<file path="config.mk">
export PLATFORM = sky130hd
export DESIGN_NAME = quadrotor_rate_controller
export DESIGN_NICKNAME = d
export VERILOG_FILES = /design/src/sv/qrc_pkg.sv /design/src/sv/quadrotor_rate_controller.sv
export SDC_FILE = /design/constraint.sdc
export NUM_CORES = 2
export LEC_CHECK = 0
export ABC_AREA = 1
export CORE_MARGIN = 4
export CORE_UTILIZATION = 43
export DETAILED_ROUTE_END_ITERATION = 8
export DONT_BUFFER_PORTS = 1
export PLACE_DENSITY = 0.58
export RECOVER_POWER = 100
export SYNTH_ARGS = -nofsm -noshare
export SYNTH_HDL_FRONTEND = slang
export SYNTH_SLANG_ARGS = --single-unit
export TNS_END_PERCENT = 50
</file>
<file path="constraint.sdc">
create_clock -name clock -period 20.3 [get_ports clock]
set_clock_uncertainty 0.2 [all_clocks]
set_input_delay 2.03 -clock clock [delete_from_list [all_inputs] [get_ports clock]]
set_output_delay 2.03 -clock clock [all_outputs]
set_load 0.05 [all_outputs]
</file>
<file path="src/sv/qrc_pkg.sv">
// ----------------------------------------------------------------------------
// Quadrotor rate controller package
// Types, fixed-point constants and small helpers for the rate controller.
// ----------------------------------------------------------------------------
package qrc_pkg;

   localparam int RATE_WIDTH_DEF = 24;
   localparam int THRUST_W       = 20;
   localparam int SPEED_W        = 17;
   localparam int ACC_W          = 64;
   localparam int DIGIT          = 4;
   localparam int NDIG           = 9;
   localparam int BW             = DIGIT * NDIG;

   localparam logic [SPEED_W-1:0] HOVER_SPEED = 17'd46415;
   localparam logic [SPEED_W-1:0] SPEED_MIN   = 17'd5120;
   localparam logic [SPEED_W-1:0] SPEED_MAX   = 17'd76800;

   localparam logic [BW-1:0] INERTIA_XY    = 36'd64220;
   localparam logic [BW-1:0] INERTIA_Z     = 36'd119697;
   localparam logic [BW-1:0] INERTIA_ZX    = 36'd55477;
   localparam logic [BW-1:0] MIX_THRUST    = 36'd2144628;
   localparam logic [BW-1:0] MIX_ROLLPITCH = 36'd14794798;
   localparam logic [BW-1:0] MIX_YAW       = 36'd198019802;

   localparam logic signed [ACC_W-1:0] USQ_MIN = 64'sd26214400;
   localparam logic signed [ACC_W-1:0] USQ_MAX = 64'sd5898240000;
   localparam logic signed [ACC_W-1:0] LIM_31  = 64'sd2147483648;
   localparam logic signed [ACC_W-1:0] LIM_40  = 64'sd1099511627776;
   localparam logic signed [ACC_W-1:0] LIM_41  = 64'sd2199023255552;
   localparam logic signed [ACC_W-1:0] LIM_46  = 64'sd70368744177664;
   localparam logic signed [ACC_W-1:0] I32_MIN = -64'sd2147483648;
   localparam logic signed [ACC_W-1:0] I32_MAX = 64'sd2147483647;

   localparam logic [2:0] REG_GAIN_PROP     = 3'd0;
   localparam logic [2:0] REG_GAIN_INTEGRAL = 3'd1;
   localparam logic [2:0] REG_GAIN_DERIV    = 3'd2;
   localparam logic [2:0] REG_TIME_STEP     = 3'd3;
   localparam logic [2:0] REG_TIME_RECIP    = 3'd4;
   localparam logic [2:0] REG_FILTER_WEIGHT = 3'd5;
   localparam logic [2:0] REG_SLEW_STEP     = 3'd6;

   typedef enum logic [2:0] {
      ST_IDLE,
      ST_LOAD,
      ST_MUL,
      ST_POST,
      ST_SQRT,
      ST_SLEW,
      ST_DONE
   } state_type;

   typedef enum logic [4:0] {
      OP_FILT,
      OP_INTEG,
      OP_DIFF,
      OP_PROP,
      OP_INTG,
      OP_DERV,
      OP_CX,
      OP_CXK,
      OP_TX,
      OP_CY,
      OP_CYK,
      OP_TY,
      OP_TZ,
      OP_MT,
      OP_MX,
      OP_MY,
      OP_MZ
   } op_type;

   function automatic logic signed [ACC_W-1:0] clamp64(input logic signed [ACC_W-1:0] x,
                                                       input logic signed [ACC_W-1:0] lo,
                                                       input logic signed [ACC_W-1:0] hi);
      if (x < lo) begin
         return lo;
      end else if (x > hi) begin
         return hi;
      end
      return x;
   endfunction

   // Torque sign in the inverse mixer for a given motor and axis.
   function automatic logic mix_neg(input logic [1:0] mot, input logic [1:0] axis);
      logic neg;
      case (axis)
         2'd0:    neg = (mot == 2'd1) || (mot == 2'd2);
         2'd1:    neg = (mot == 2'd0) || (mot == 2'd1);
         default: neg = (mot == 2'd1) || (mot == 2'd3);
      endcase
      return neg;
   endfunction

endpackage

</file>
<file path="src/sv/quadrotor_rate_controller.sv">
// ----------------------------------------------------------------------------
// Quadrotor rate controller
// Gyro filter, body-rate PID, inertia torque and inverse mixer on one shared
// digit-serial multiply-accumulate unit, then square root and slew limit.
// ----------------------------------------------------------------------------
//  Channel  Ports                  Direction  Contents
//  req      req_valid/req_ready    in         gyro rates, reference rates, thrust
//  rsp      rsp_valid/rsp_ready    out        four motor speed commands
//  csr      psel/penable/pwrite    in         seven gain and timing registers
//
//  An item takes 41 multiplies on the shared 4-bit-digit MAC, plus a square
//  root and a slew-limit step per motor.
//  Reset is synchronous and restores registers, filter, integral and speeds.
//  A finished beat waits in the output register; the next item is accepted
//  meanwhile and stalls only at its end if that beat is still not taken.
// ----------------------------------------------------------------------------
module quadrotor_rate_controller #(
   parameter int RATE_WIDTH = qrc_pkg::RATE_WIDTH_DEF
) (
   input  logic                                clock,
   input  logic                                reset,
   input  logic                                req_valid,
   output logic                                req_ready,
   input  logic signed [RATE_WIDTH-1:0]        req_gyro_x,
   input  logic signed [RATE_WIDTH-1:0]        req_gyro_y,
   input  logic signed [RATE_WIDTH-1:0]        req_gyro_z,
   input  logic signed [RATE_WIDTH-1:0]        req_ref_rate_x,
   input  logic signed [RATE_WIDTH-1:0]        req_ref_rate_y,
   input  logic signed [RATE_WIDTH-1:0]        req_ref_rate_z,
   input  logic [qrc_pkg::THRUST_W-1:0]        req_ref_thrust,
   output logic                                rsp_valid,
   input  logic                                rsp_ready,
   output logic [qrc_pkg::SPEED_W-1:0]         rsp_motor_speed_0,
   output logic [qrc_pkg::SPEED_W-1:0]         rsp_motor_speed_1,
   output logic [qrc_pkg::SPEED_W-1:0]         rsp_motor_speed_2,
   output logic [qrc_pkg::SPEED_W-1:0]         rsp_motor_speed_3,
   input  logic                                psel,
   input  logic                                penable,
   input  logic                                pwrite,
   input  logic [4:0]                          paddr,
   input  logic [31:0]                         pwdata,
   output logic [31:0]                         prdata,
   output logic                                pready
);
   import qrc_pkg::*;

   localparam int W  = RATE_WIDTH;
   localparam int EW = RATE_WIDTH + 1;
   localparam logic signed [ACC_W-1:0] RMAX = ACC_W'((64'sd1 <<< (W - 1)) - 1);
   localparam logic signed [ACC_W-1:0] RMIN = -RMAX - 64'sd1;

   state_type state_ff, state_in;
   op_type    op_ff, op_in;

   logic [15:0] kp_ff, ki_ff, kd_ff, ts_ff, recip_ff;
   logic [16:0] w_ff, slew_ff;
   logic [16:0] w_eff;

   logic signed [W-1:0]  gyro_ff [3], gyro_in [3];
   logic signed [W-1:0]  ref_ff [3], ref_in [3];
   logic [THRUST_W-1:0]  thrust_ff, thrust_in;

   logic signed [W-1:0]  f_ff [3], f_in [3];
   logic signed [31:0]   integ_ff [3], integ_in [3];
   logic signed [EW-1:0] pe_ff [3], pe_in [3];
   logic [SPEED_W-1:0]   speed_ff [4], speed_in [4];
   logic signed [41:0]   pid_ff [3], pid_in [3];
   logic signed [32:0]   tq_ff [3], tq_in [3];
   logic signed [EW-1:0] e_ff, e_in;
   logic signed [47:0]   tmp_ff, tmp_in;
   logic signed [ACC_W-1:0] acc_ff, acc_in, a_ff, a_in;
   logic [BW-1:0]        b_ff, b_in;
   logic [4:0]           cnt_ff, cnt_in;
   logic [1:0]           ax_ff, ax_in, mot_ff, mot_in;
   logic [33:0]          rad_ff, rad_in;
   logic [18:0]          rem_ff, rem_in;
   logic [SPEED_W-1:0]   root_ff, root_in;
   logic [SPEED_W-1:0]   out_ff [4], out_in [4];
   logic                 rsp_valid_ff, rsp_valid_in;

   logic                    accept, wr_en, out_free, last_digit, sqrt_ge;
   logic [2:0]              idx;
   logic signed [DIGIT:0]   sd;
   logic signed [ACC_W+DIGIT:0] prod;
   logic signed [ACC_W-1:0] acc_sh16, acc_sh20, acc_sh28, fn;
   logic [20:0]             rem_sh, trial;
   logic [17:0]             slew_hi;
   logic signed [18:0]      slew_lo;
   logic [SPEED_W-1:0]      slew_res;

   assign accept    = req_valid && req_ready;
   assign req_ready = (state_ff == ST_IDLE);
   assign out_free  = !rsp_valid_ff || rsp_ready;
   assign idx       = paddr[4:2];
   assign wr_en     = psel && penable && pwrite && pready;
   assign pready    = 1'b1;
   assign w_eff     = (w_ff[16] && (w_ff[15:0] != 16'd0)) ? 17'd65536 : w_ff;

   assign last_digit = (cnt_ff == 5'(NDIG - 1));
   assign sd         = {last_digit & b_ff[DIGIT-1], b_ff[DIGIT-1:0]};
   assign prod       = a_ff * sd;
   assign acc_sh16   = acc_ff >>> 16;
   assign acc_sh20   = acc_ff >>> 20;
   assign acc_sh28   = acc_ff >>> 28;
   assign fn         = clamp64(acc_sh16, RMIN, RMAX);

   assign rem_sh  = {rem_ff, rad_ff[33:32]};
   assign trial   = {2'b00, root_ff, 2'b01};
   assign sqrt_ge = (rem_sh >= trial);

   assign slew_hi  = {1'b0, speed_ff[mot_ff]} + {1'b0, slew_ff};
   assign slew_lo  = $signed({2'b00, speed_ff[mot_ff]}) - $signed({2'b00, slew_ff});
   assign slew_res = ({1'b0, root_ff} > slew_hi) ? SPEED_W'(slew_hi) :
                     ($signed({2'b00, root_ff}) < slew_lo) ? SPEED_W'(slew_lo) : root_ff;

   assign rsp_valid         = rsp_valid_ff;
   assign rsp_motor_speed_0 = out_ff[0];
   assign rsp_motor_speed_1 = out_ff[1];
   assign rsp_motor_speed_2 = out_ff[2];
   assign rsp_motor_speed_3 = out_ff[3];

   always_ff @(posedge clock) begin
      if (reset) begin
         kp_ff    <= 16'd7680;
         ki_ff    <= 16'd2048;
         kd_ff    <= 16'd0;
         ts_ff    <= 16'd655;
         recip_ff <= 16'd100;
         w_ff     <= 17'd6554;
         slew_ff  <= 17'd10240;
      end else if (wr_en) begin
         unique case (idx)
            REG_GAIN_PROP:     kp_ff    <= pwdata[15:0];
            REG_GAIN_INTEGRAL: ki_ff    <= pwdata[15:0];
            REG_GAIN_DERIV:    kd_ff    <= pwdata[15:0];
            REG_TIME_STEP:     ts_ff    <= pwdata[15:0];
            REG_TIME_RECIP:    recip_ff <= pwdata[15:0];
            REG_FILTER_WEIGHT: w_ff     <= pwdata[16:0];
            REG_SLEW_STEP:     slew_ff  <= pwdata[16:0];
            default: ;
         endcase
      end
   end

   always_comb begin
      unique case (idx)
         REG_GAIN_PROP:     prdata = 32'(kp_ff);
         REG_GAIN_INTEGRAL: prdata = 32'(ki_ff);
         REG_GAIN_DERIV:    prdata = 32'(kd_ff);
         REG_TIME_STEP:     prdata = 32'(ts_ff);
         REG_TIME_RECIP:    prdata = 32'(recip_ff);
         REG_FILTER_WEIGHT: prdata = 32'(w_ff);
         REG_SLEW_STEP:     prdata = 32'(slew_ff);
         default:           prdata = 32'd0;
      endcase
   end

   always_comb begin
      state_in = state_ff;
      unique case (state_ff)
         ST_IDLE: if (accept) state_in = ST_LOAD;
         ST_LOAD: state_in = ST_MUL;
         ST_MUL:  if (last_digit) state_in = ST_POST;
         ST_POST: state_in = (op_ff == OP_MZ) ? ST_SQRT : ST_LOAD;
         ST_SQRT: if (cnt_ff == 5'(SPEED_W - 1)) state_in = ST_SLEW;
         ST_SLEW: state_in = (mot_ff == 2'd3) ? ST_DONE : ST_LOAD;
         ST_DONE: if (out_free) state_in = ST_IDLE;
         default: state_in = ST_IDLE;
      endcase
   end

   always_comb begin
      gyro_in      = gyro_ff;
      ref_in       = ref_ff;
      thrust_in    = thrust_ff;
      f_in         = f_ff;
      integ_in     = integ_ff;
      pe_in        = pe_ff;
      speed_in     = speed_ff;
      pid_in       = pid_ff;
      tq_in        = tq_ff;
      e_in         = e_ff;
      tmp_in       = tmp_ff;
      acc_in       = acc_ff;
      a_in         = a_ff;
      b_in         = b_ff;
      cnt_in       = cnt_ff;
      ax_in        = ax_ff;
      mot_in       = mot_ff;
      op_in        = op_ff;
      rad_in       = rad_ff;
      rem_in       = rem_ff;
      root_in      = root_ff;
      out_in       = out_ff;
      rsp_valid_in = rsp_valid_ff && !rsp_ready;
      unique case (state_ff)
         ST_IDLE: begin
            if (accept) begin
               gyro_in   = '{req_gyro_x, req_gyro_y, req_gyro_z};
               ref_in    = '{req_ref_rate_x, req_ref_rate_y, req_ref_rate_z};
               thrust_in = req_ref_thrust;
               op_in     = OP_FILT;
               ax_in     = 2'd0;
               mot_in    = 2'd0;
            end
         end
         ST_LOAD: begin
            cnt_in = 5'd0;
            acc_in = '0;
            unique case (op_ff)
               OP_FILT: begin
                  a_in   = ACC_W'(gyro_ff[ax_ff]) - ACC_W'(f_ff[ax_ff]);
                  b_in   = BW'(w_eff);
                  acc_in = (ACC_W'(f_ff[ax_ff]) <<< 16) + 64'sd32768;
               end
               OP_INTEG: begin
                  a_in = ACC_W'(e_ff);
                  b_in = BW'(ts_ff);
               end
               OP_DIFF: begin
                  a_in = ACC_W'(e_ff) - ACC_W'(pe_ff[ax_ff]);
                  b_in = BW'(recip_ff);
               end
               OP_PROP: begin
                  a_in = ACC_W'(e_ff);
                  b_in = BW'(kp_ff);
               end
               OP_INTG: begin
                  a_in   = ACC_W'(integ_ff[ax_ff]);
                  b_in   = BW'(ki_ff);
                  acc_in = acc_ff;
               end
               OP_DERV: begin
                  a_in   = ACC_W'(tmp_ff);
                  b_in   = BW'(kd_ff);
                  acc_in = acc_ff;
               end
               OP_CX: begin
                  a_in = ACC_W'(f_ff[1]);
                  b_in = BW'(f_ff[2]);
               end
               OP_CY: begin
                  a_in = ACC_W'(f_ff[2]);
                  b_in = BW'(f_ff[0]);
               end
               OP_CXK, OP_CYK: begin
                  a_in = ACC_W'(tmp_ff);
                  b_in = INERTIA_ZX;
               end
               OP_TX: begin
                  a_in = ACC_W'(pid_ff[0]);
                  b_in = INERTIA_XY;
               end
               OP_TY: begin
                  a_in = ACC_W'(pid_ff[1]);
                  b_in = INERTIA_XY;
               end
               OP_TZ: begin
                  a_in = ACC_W'(pid_ff[2]);
                  b_in = INERTIA_Z;
               end
               OP_MT: begin
                  a_in = ACC_W'(thrust_ff) <<< 12;
                  b_in = MIX_THRUST;
               end
               OP_MX: begin
                  a_in   = mix_neg(mot_ff, 2'd0) ? -ACC_W'(tq_ff[0]) : ACC_W'(tq_ff[0]);
                  b_in   = MIX_ROLLPITCH;
                  acc_in = acc_ff;
               end
               OP_MY: begin
                  a_in   = mix_neg(mot_ff, 2'd1) ? -ACC_W'(tq_ff[1]) : ACC_W'(tq_ff[1]);
                  b_in   = MIX_ROLLPITCH;
                  acc_in = acc_ff;
               end
               default: begin
                  a_in   = mix_neg(mot_ff, 2'd2) ? -ACC_W'(tq_ff[2]) : ACC_W'(tq_ff[2]);
                  b_in   = MIX_YAW;
                  acc_in = acc_ff;
               end
            endcase
         end
         ST_MUL: begin
            acc_in = acc_ff + ACC_W'(prod);
            a_in   = a_ff <<< DIGIT;
            b_in   = b_ff >> DIGIT;
            cnt_in = cnt_ff + 5'd1;
         end
         ST_POST: begin
            unique case (op_ff)
               OP_FILT: begin
                  f_in[ax_ff] = W'(fn);
                  e_in        = EW'(ref_ff[ax_ff]) - EW'(fn);
                  op_in       = OP_INTEG;
               end
               OP_INTEG: begin
                  integ_in[ax_ff] = 32'(clamp64(ACC_W'(integ_ff[ax_ff]) + acc_sh16,
                                                I32_MIN, I32_MAX));
                  op_in = OP_DIFF;
               end
               OP_DIFF: begin
                  tmp_in       = 48'(clamp64(acc_ff, -LIM_41, LIM_41));
                  pe_in[ax_ff] = e_ff;
                  op_in        = OP_PROP;
               end
               OP_PROP: op_in = OP_INTG;
               OP_INTG: op_in = OP_DERV;
               OP_DERV: begin
                  pid_in[ax_ff] = 42'(clamp64(acc_ff, -LIM_40, LIM_40));
                  if (ax_ff == 2'd2) begin
                     op_in = OP_CX;
                  end else begin
                     ax_in = ax_ff + 2'd1;
                     op_in = OP_FILT;
                  end
               end
               OP_CX: begin
                  tmp_in = 48'(clamp64(acc_ff, -LIM_46, LIM_46));
                  op_in  = OP_CXK;
               end
               OP_CXK: begin
                  tmp_in = 48'(acc_sh28);
                  op_in  = OP_TX;
               end
               OP_TX: begin
                  tq_in[0] = 33'(clamp64(ACC_W'(tmp_ff) + acc_sh20, -LIM_31, LIM_31));
                  op_in    = OP_CY;
               end
               OP_CY: begin
                  tmp_in = 48'(clamp64(acc_ff, -LIM_46, LIM_46));
                  op_in  = OP_CYK;
               end
               OP_CYK: begin
                  tmp_in = 48'(-acc_sh28);
                  op_in  = OP_TY;
               end
               OP_TY: begin
                  tq_in[1] = 33'(clamp64(ACC_W'(tmp_ff) + acc_sh20, -LIM_31, LIM_31));
                  op_in    = OP_TZ;
               end
               OP_TZ: begin
                  tq_in[2] = 33'(clamp64(acc_sh20, -LIM_31, LIM_31));
                  op_in    = OP_MT;
                  mot_in   = 2'd0;
               end
               OP_MT: op_in = OP_MX;
               OP_MX: op_in = OP_MY;
               OP_MY: op_in = OP_MZ;
               default: begin
                  rad_in  = 34'(clamp64(acc_sh20, USQ_MIN, USQ_MAX));
                  rem_in  = '0;
                  root_in = '0;
                  cnt_in  = 5'd0;
               end
            endcase
         end
         ST_SQRT: begin
            rem_in  = sqrt_ge ? 19'(rem_sh - trial) : 19'(rem_sh);
            root_in = {root_ff[SPEED_W-2:0], sqrt_ge};
            rad_in  = rad_ff << 2;
            cnt_in  = cnt_ff + 5'd1;
         end
         ST_SLEW: begin
            speed_in[mot_ff] = slew_res;
            if (mot_ff != 2'd3) begin
               mot_in = mot_ff + 2'd1;
               op_in  = OP_MT;
            end
         end
         ST_DONE: begin
            if (out_free) begin
               out_in       = speed_ff;
               rsp_valid_in = 1'b1;
            end
         end
         default: ;
      endcase
   end

   always_ff @(posedge clock) begin
      if (reset) begin
         state_ff     <= ST_IDLE;
         op_ff        <= OP_FILT;
         cnt_ff       <= 5'd0;
         ax_ff        <= 2'd0;
         mot_ff       <= 2'd0;
         rsp_valid_ff <= 1'b0;
         for (int i = 0; i < 3; i++) begin
            f_ff[i]     <= '0;
            integ_ff[i] <= '0;
            pe_ff[i]    <= '0;
         end
         for (int i = 0; i < 4; i++) begin
            speed_ff[i] <= HOVER_SPEED;
         end
      end else begin
         state_ff     <= state_in;
         op_ff        <= op_in;
         cnt_ff       <= cnt_in;
         ax_ff        <= ax_in;
         mot_ff       <= mot_in;
         rsp_valid_ff <= rsp_valid_in;
         f_ff         <= f_in;
         integ_ff     <= integ_in;
         pe_ff        <= pe_in;
         speed_ff     <= speed_in;
      end
   end

   always_ff @(posedge clock) begin
      gyro_ff   <= gyro_in;
      ref_ff    <= ref_in;
      thrust_ff <= thrust_in;
      pid_ff    <= pid_in;
      tq_ff     <= tq_in;
      e_ff      <= e_in;
      tmp_ff    <= tmp_in;
      acc_ff    <= acc_in;
      a_ff      <= a_in;
      b_ff      <= b_in;
      rad_ff    <= rad_in;
      rem_ff    <= rem_in;
      root_ff   <= root_in;
      out_ff    <= out_in;
   end

   a_speed_range: assert property (@(posedge clock) disable iff (reset)
      rsp_valid |-> (rsp_motor_speed_0 >= SPEED_MIN) && (rsp_motor_speed_0 <= SPEED_MAX)
                 && (rsp_motor_speed_3 >= SPEED_MIN) && (rsp_motor_speed_3 <= SPEED_MAX))
      else $error("Motor speed command out of range.");

   a_digit_count: assert property (@(posedge clock) disable iff (reset)
      (state_ff == ST_MUL) |-> (cnt_ff < 5'(NDIG)))
      else $error("Multiplier digit count overran.");

   a_start: assert property (@(posedge clock) disable iff (reset)
      accept |=> (state_ff == ST_LOAD) && (op_ff == OP_FILT) && (ax_ff == 2'd0))
      else $error("Accepted beat did not start the filter step.");

   a_result: assert property (@(posedge clock) disable iff (reset)
      (state_ff == ST_DONE) && out_free |=> rsp_valid
         && (rsp_motor_speed_0 == $past(speed_ff[0]))
         && (rsp_motor_speed_3 == $past(speed_ff[3])))
      else $error("Result beat does not match the stored motor speeds.");

endmodule
</file>
==> results.sh <==
export IMPL_cts_tree="built"
export IMPL_rr_worst_depth=14
export IMPL_globalplace_congestion=1.02
export IMPL_insertion_delay_ns=0.86
export IMPL_clk_path_buf_depth=3
export IMPL_cpMostUsedCell="clkbuf_1"
export IMPL_status="finished with violations"
export IMPL_nFillCells=19146
export IMPL_grt_pass1_wl_mm=512
export IMPL_drc=0
export IMPL_crit_type="register to register"
export IMPL_violations="max-capacitance violations, max-slew violations"
export IMPL_grt_ovfl_total=0
export IMPL_root_buffer="clkbuf_16"
export IMPL_initial_core_util_pct=43.4
export IMPL_crit_fanout=64
export IMPL_clk_pin_slew_ns=0.06
export IMPL_cts_resized=0
export IMPL_rr_endpoint="acc_ff[63]"
export IMPL_std_cell_rows=160
export IMPL_worstPathArrival_ns=13.20
export IMPL_antenna_found_initial=21
export IMPL_ys_warnings_count=0
export IMPL_critPathMaxStageDelay_ns=3.27
export IMPL_cp_required_ns=20.40
export IMPL_utilization_pct=47.3
export IMPL_cts_htree_levels=4
export IMPL_clock_fmax_ghz=0.0763
export IMPL_ctsHoldBuffers=0
export IMPL_netlist_top_cells_area="edfxtp_1 27%, dfxtp_1 11%, nand2_1 9.6%"
export IMPL_syn_cell_area_um2=83000
export IMPL_drive_above_1_share_pct=4.11
export IMPL_hold_end="rsp_motor_speed_1[10]"
export IMPL_first_iter_violations=9638
export IMPL_worstHoldStart="speed_ff[44]"
export IMPL_worst_setup_path_end_kind="register"
export IMPL_synth_distinct_cells=73
export IMPL_io_buffer_count=0
export IMPL_fin_setup_tns_ns=0
export IMPL_syn_to_final_growth_pct=8.76
export IMPL_nNetsFinal=11670
export IMPL_grt_max_degree=219
export IMPL_hold_slack_ns=0.245
export IMPL_io_pins=311
export IMPL_wl_per_cell_um=26.7
export IMPL_antenna_left=0
export IMPL_hold_depth=0
export IMPL_cp_slowest_cell="clkbuf_1"
export IMPL_yosysSeqAreaShare_pct=38.1
export IMPL_dpl_cell_area_um2=85800
export IMPL_rsz0062_at_grt="false"
export IMPL_cts_buffers=143
export IMPL_final_common_cell="nand2_1"
export IMPL_synth_edf_count=756
export IMPL_syn_inst=10913
export IMPL_avgSynthCellArea_um2=7.60
export IMPL_async_flop_share_pct=0
export IMPL_setup_viol=0
export IMPL_ys_ff_latch=1199
export IMPL_grt_pass1_vias=73391
export IMPL_grt_util_all_layers_pct=35.0
export IMPL_slew_violations=1785
export IMPL_hold_class="register to register"
export IMPL_post_route_min_period_ns=13.11
export IMPL_dieWidth_um=447
export IMPL_dr_total_vias=77988
export IMPL_tightestPinTransition_ns=4.73
export IMPL_dr_pass1_iters=9
export IMPL_critPathLaunchType="register"
export IMPL_post_cts_setup_buffer_count=0
export IMPL_drt_wl_total_mm=359
export IMPL_finalCritPeriodShare_pct=64.6
export IMPL_cts_sinks=1199
export IMPL_synth_ff_type="edfxtp_1"
export IMPL_synth_top_area_share_pct=27.4
export IMPL_fp_coreArea_um2=191000
export IMPL_layout_area_seq_um2=31600
export IMPL_slew_headroom_pct=-215
export IMPL_avgViaCountPerCell=5.79
export IMPL_r2r_slack_ns=7.19
export IMPL_die_h_um=447
export IMPL_hold_viol=0
export IMPL_path_cells="clkbuf_1, clkinv_1, clkbuf_1, nand2_1, nor2_4, clkbuf_1, inv_1, nand4_1, nor4_1, nand2_1, clkbuf_1, o21ai_0, inv_2, clkbuf_1"
export IMPL_maxCapViolCount=46
export IMPL_dp_hpwl_mm=276
export IMPL_multiInputGateArea_um2=42400
export IMPL_dieArea_um2=200000
export IMPL_mostFrequentLayoutCells="2124 x nand2_1, 1902 x inv_1, 994 x a21oi_1"
export IMPL_postLayoutCellArea_um2=90200
export IMPL_yosys_area_top_type="edfxtp_1"
export IMPL_r2r_start="op_ff[4]"
-- per-stage QoR --
step | cells | setup WS, ns
after floorplan | 10927 | 10.07
final | 13460 | 7.19
after global placement | 13184 | 12.84
after detailed placement | 13184 | 12.76
after global routing | 13450 | 7.25
after CTS | 13446 | 12.71
-- sequential cells by signal, summed over array words and instances (netlist names), 25 cells and up --
signal / cells
e_ff: 25
f_ff: 72
gyro_ff: 72
pid_ff: 126
acc_ff: 64
ref_ff: 72
b_ff: 28
a_ff: 64
rad_ff: 34
integ_ff: 96
pe_ff: 75
tmp_ff: 48
tq_ff: 99
speed_ff: 68
-- cell families (layout without fill, tap and decap cells) --
group           Yosys count  after routing  share of synthesized area, %
compound gates         2517           2517                          17.0
buf+inv                2361           2369                          10.9
other cells               2             30                       0.00905
fa+ha+maj               644            644                          12.0
flops                  1199           1199                          38.1
simple gates           4035           4035                          20.4
xor+xnor                155            155                          1.64
-- area by class of cell --
cell class / count / share of cell area (%)
multi-input cells: 7367 / 47.0
flip-flops and latches: 1199 / 35.0
inverters: 1935 / 8.06
clock buffers: 188 / 4.32
well taps: 2511 / 3.48
repair buffers: 172 / 1.16
clock inverters: 74 / 0.951
diodes: 14 / 0.0388
-- per-layer routing --
layer | track usage [%] | part of all wire (%) | vias to the layer above | routed length [µm]
met1 | 46.3 | 40 | 37261 | 145000
li1 | - | - | 35853 | -
met5 | 0 | 0.065 | - | 232
met3 | 8.35 | 10 | 829 | 35800
met2 | 53.3 | 43 | 4025 | 155000
met4 | 18.6 | 6.3 | 20 | 22700
-- worst max-delay path: cells and delay by family, from the launching register on --
family	cells	cell delay (ns)
AOI/OAI and AO/OA	1	0.25
buffers and inverters	8	10.29
DFF	1	0.36
and+or+nand+nor	5	1.35
-- how the worst max path moves through the flow --
stage	start	endpoint	slack [ns]
finish	op_ff[4]	acc_ff[63]	7.19
global route	op_ff[4]	acc_ff[40]	7.25
CTS	cnt_ff[0]	acc_ff[46]	12.71
detailed placement	cnt_ff[0]	acc_ff[43]	12.76
global placement	cnt_ff[0]	acc_ff[43]	12.84
floorplan	req_valid	op_ff[2]	10.07
-- Yosys cell counts (143+ instances only) --
| cell type | number |
|---|---|
| inv_1 | 1906 |
| nand2_1 | 2125 |
| edfxtp_1 | 756 |
| clkbuf_1 | 331 |
| dfxtp_1 | 443 |
| ha_1 | 395 |
| nand4_1 | 143 |
| o21ai_0 | 886 |
| a21oi_1 | 996 |
| fa_1 | 249 |
| nor2_1 | 958 |
| nand3_1 | 487 |
Power is left out: the tool's default activity adds up to more than one toggle a clock period on the data nets, which glitch-free logic cannot reach.
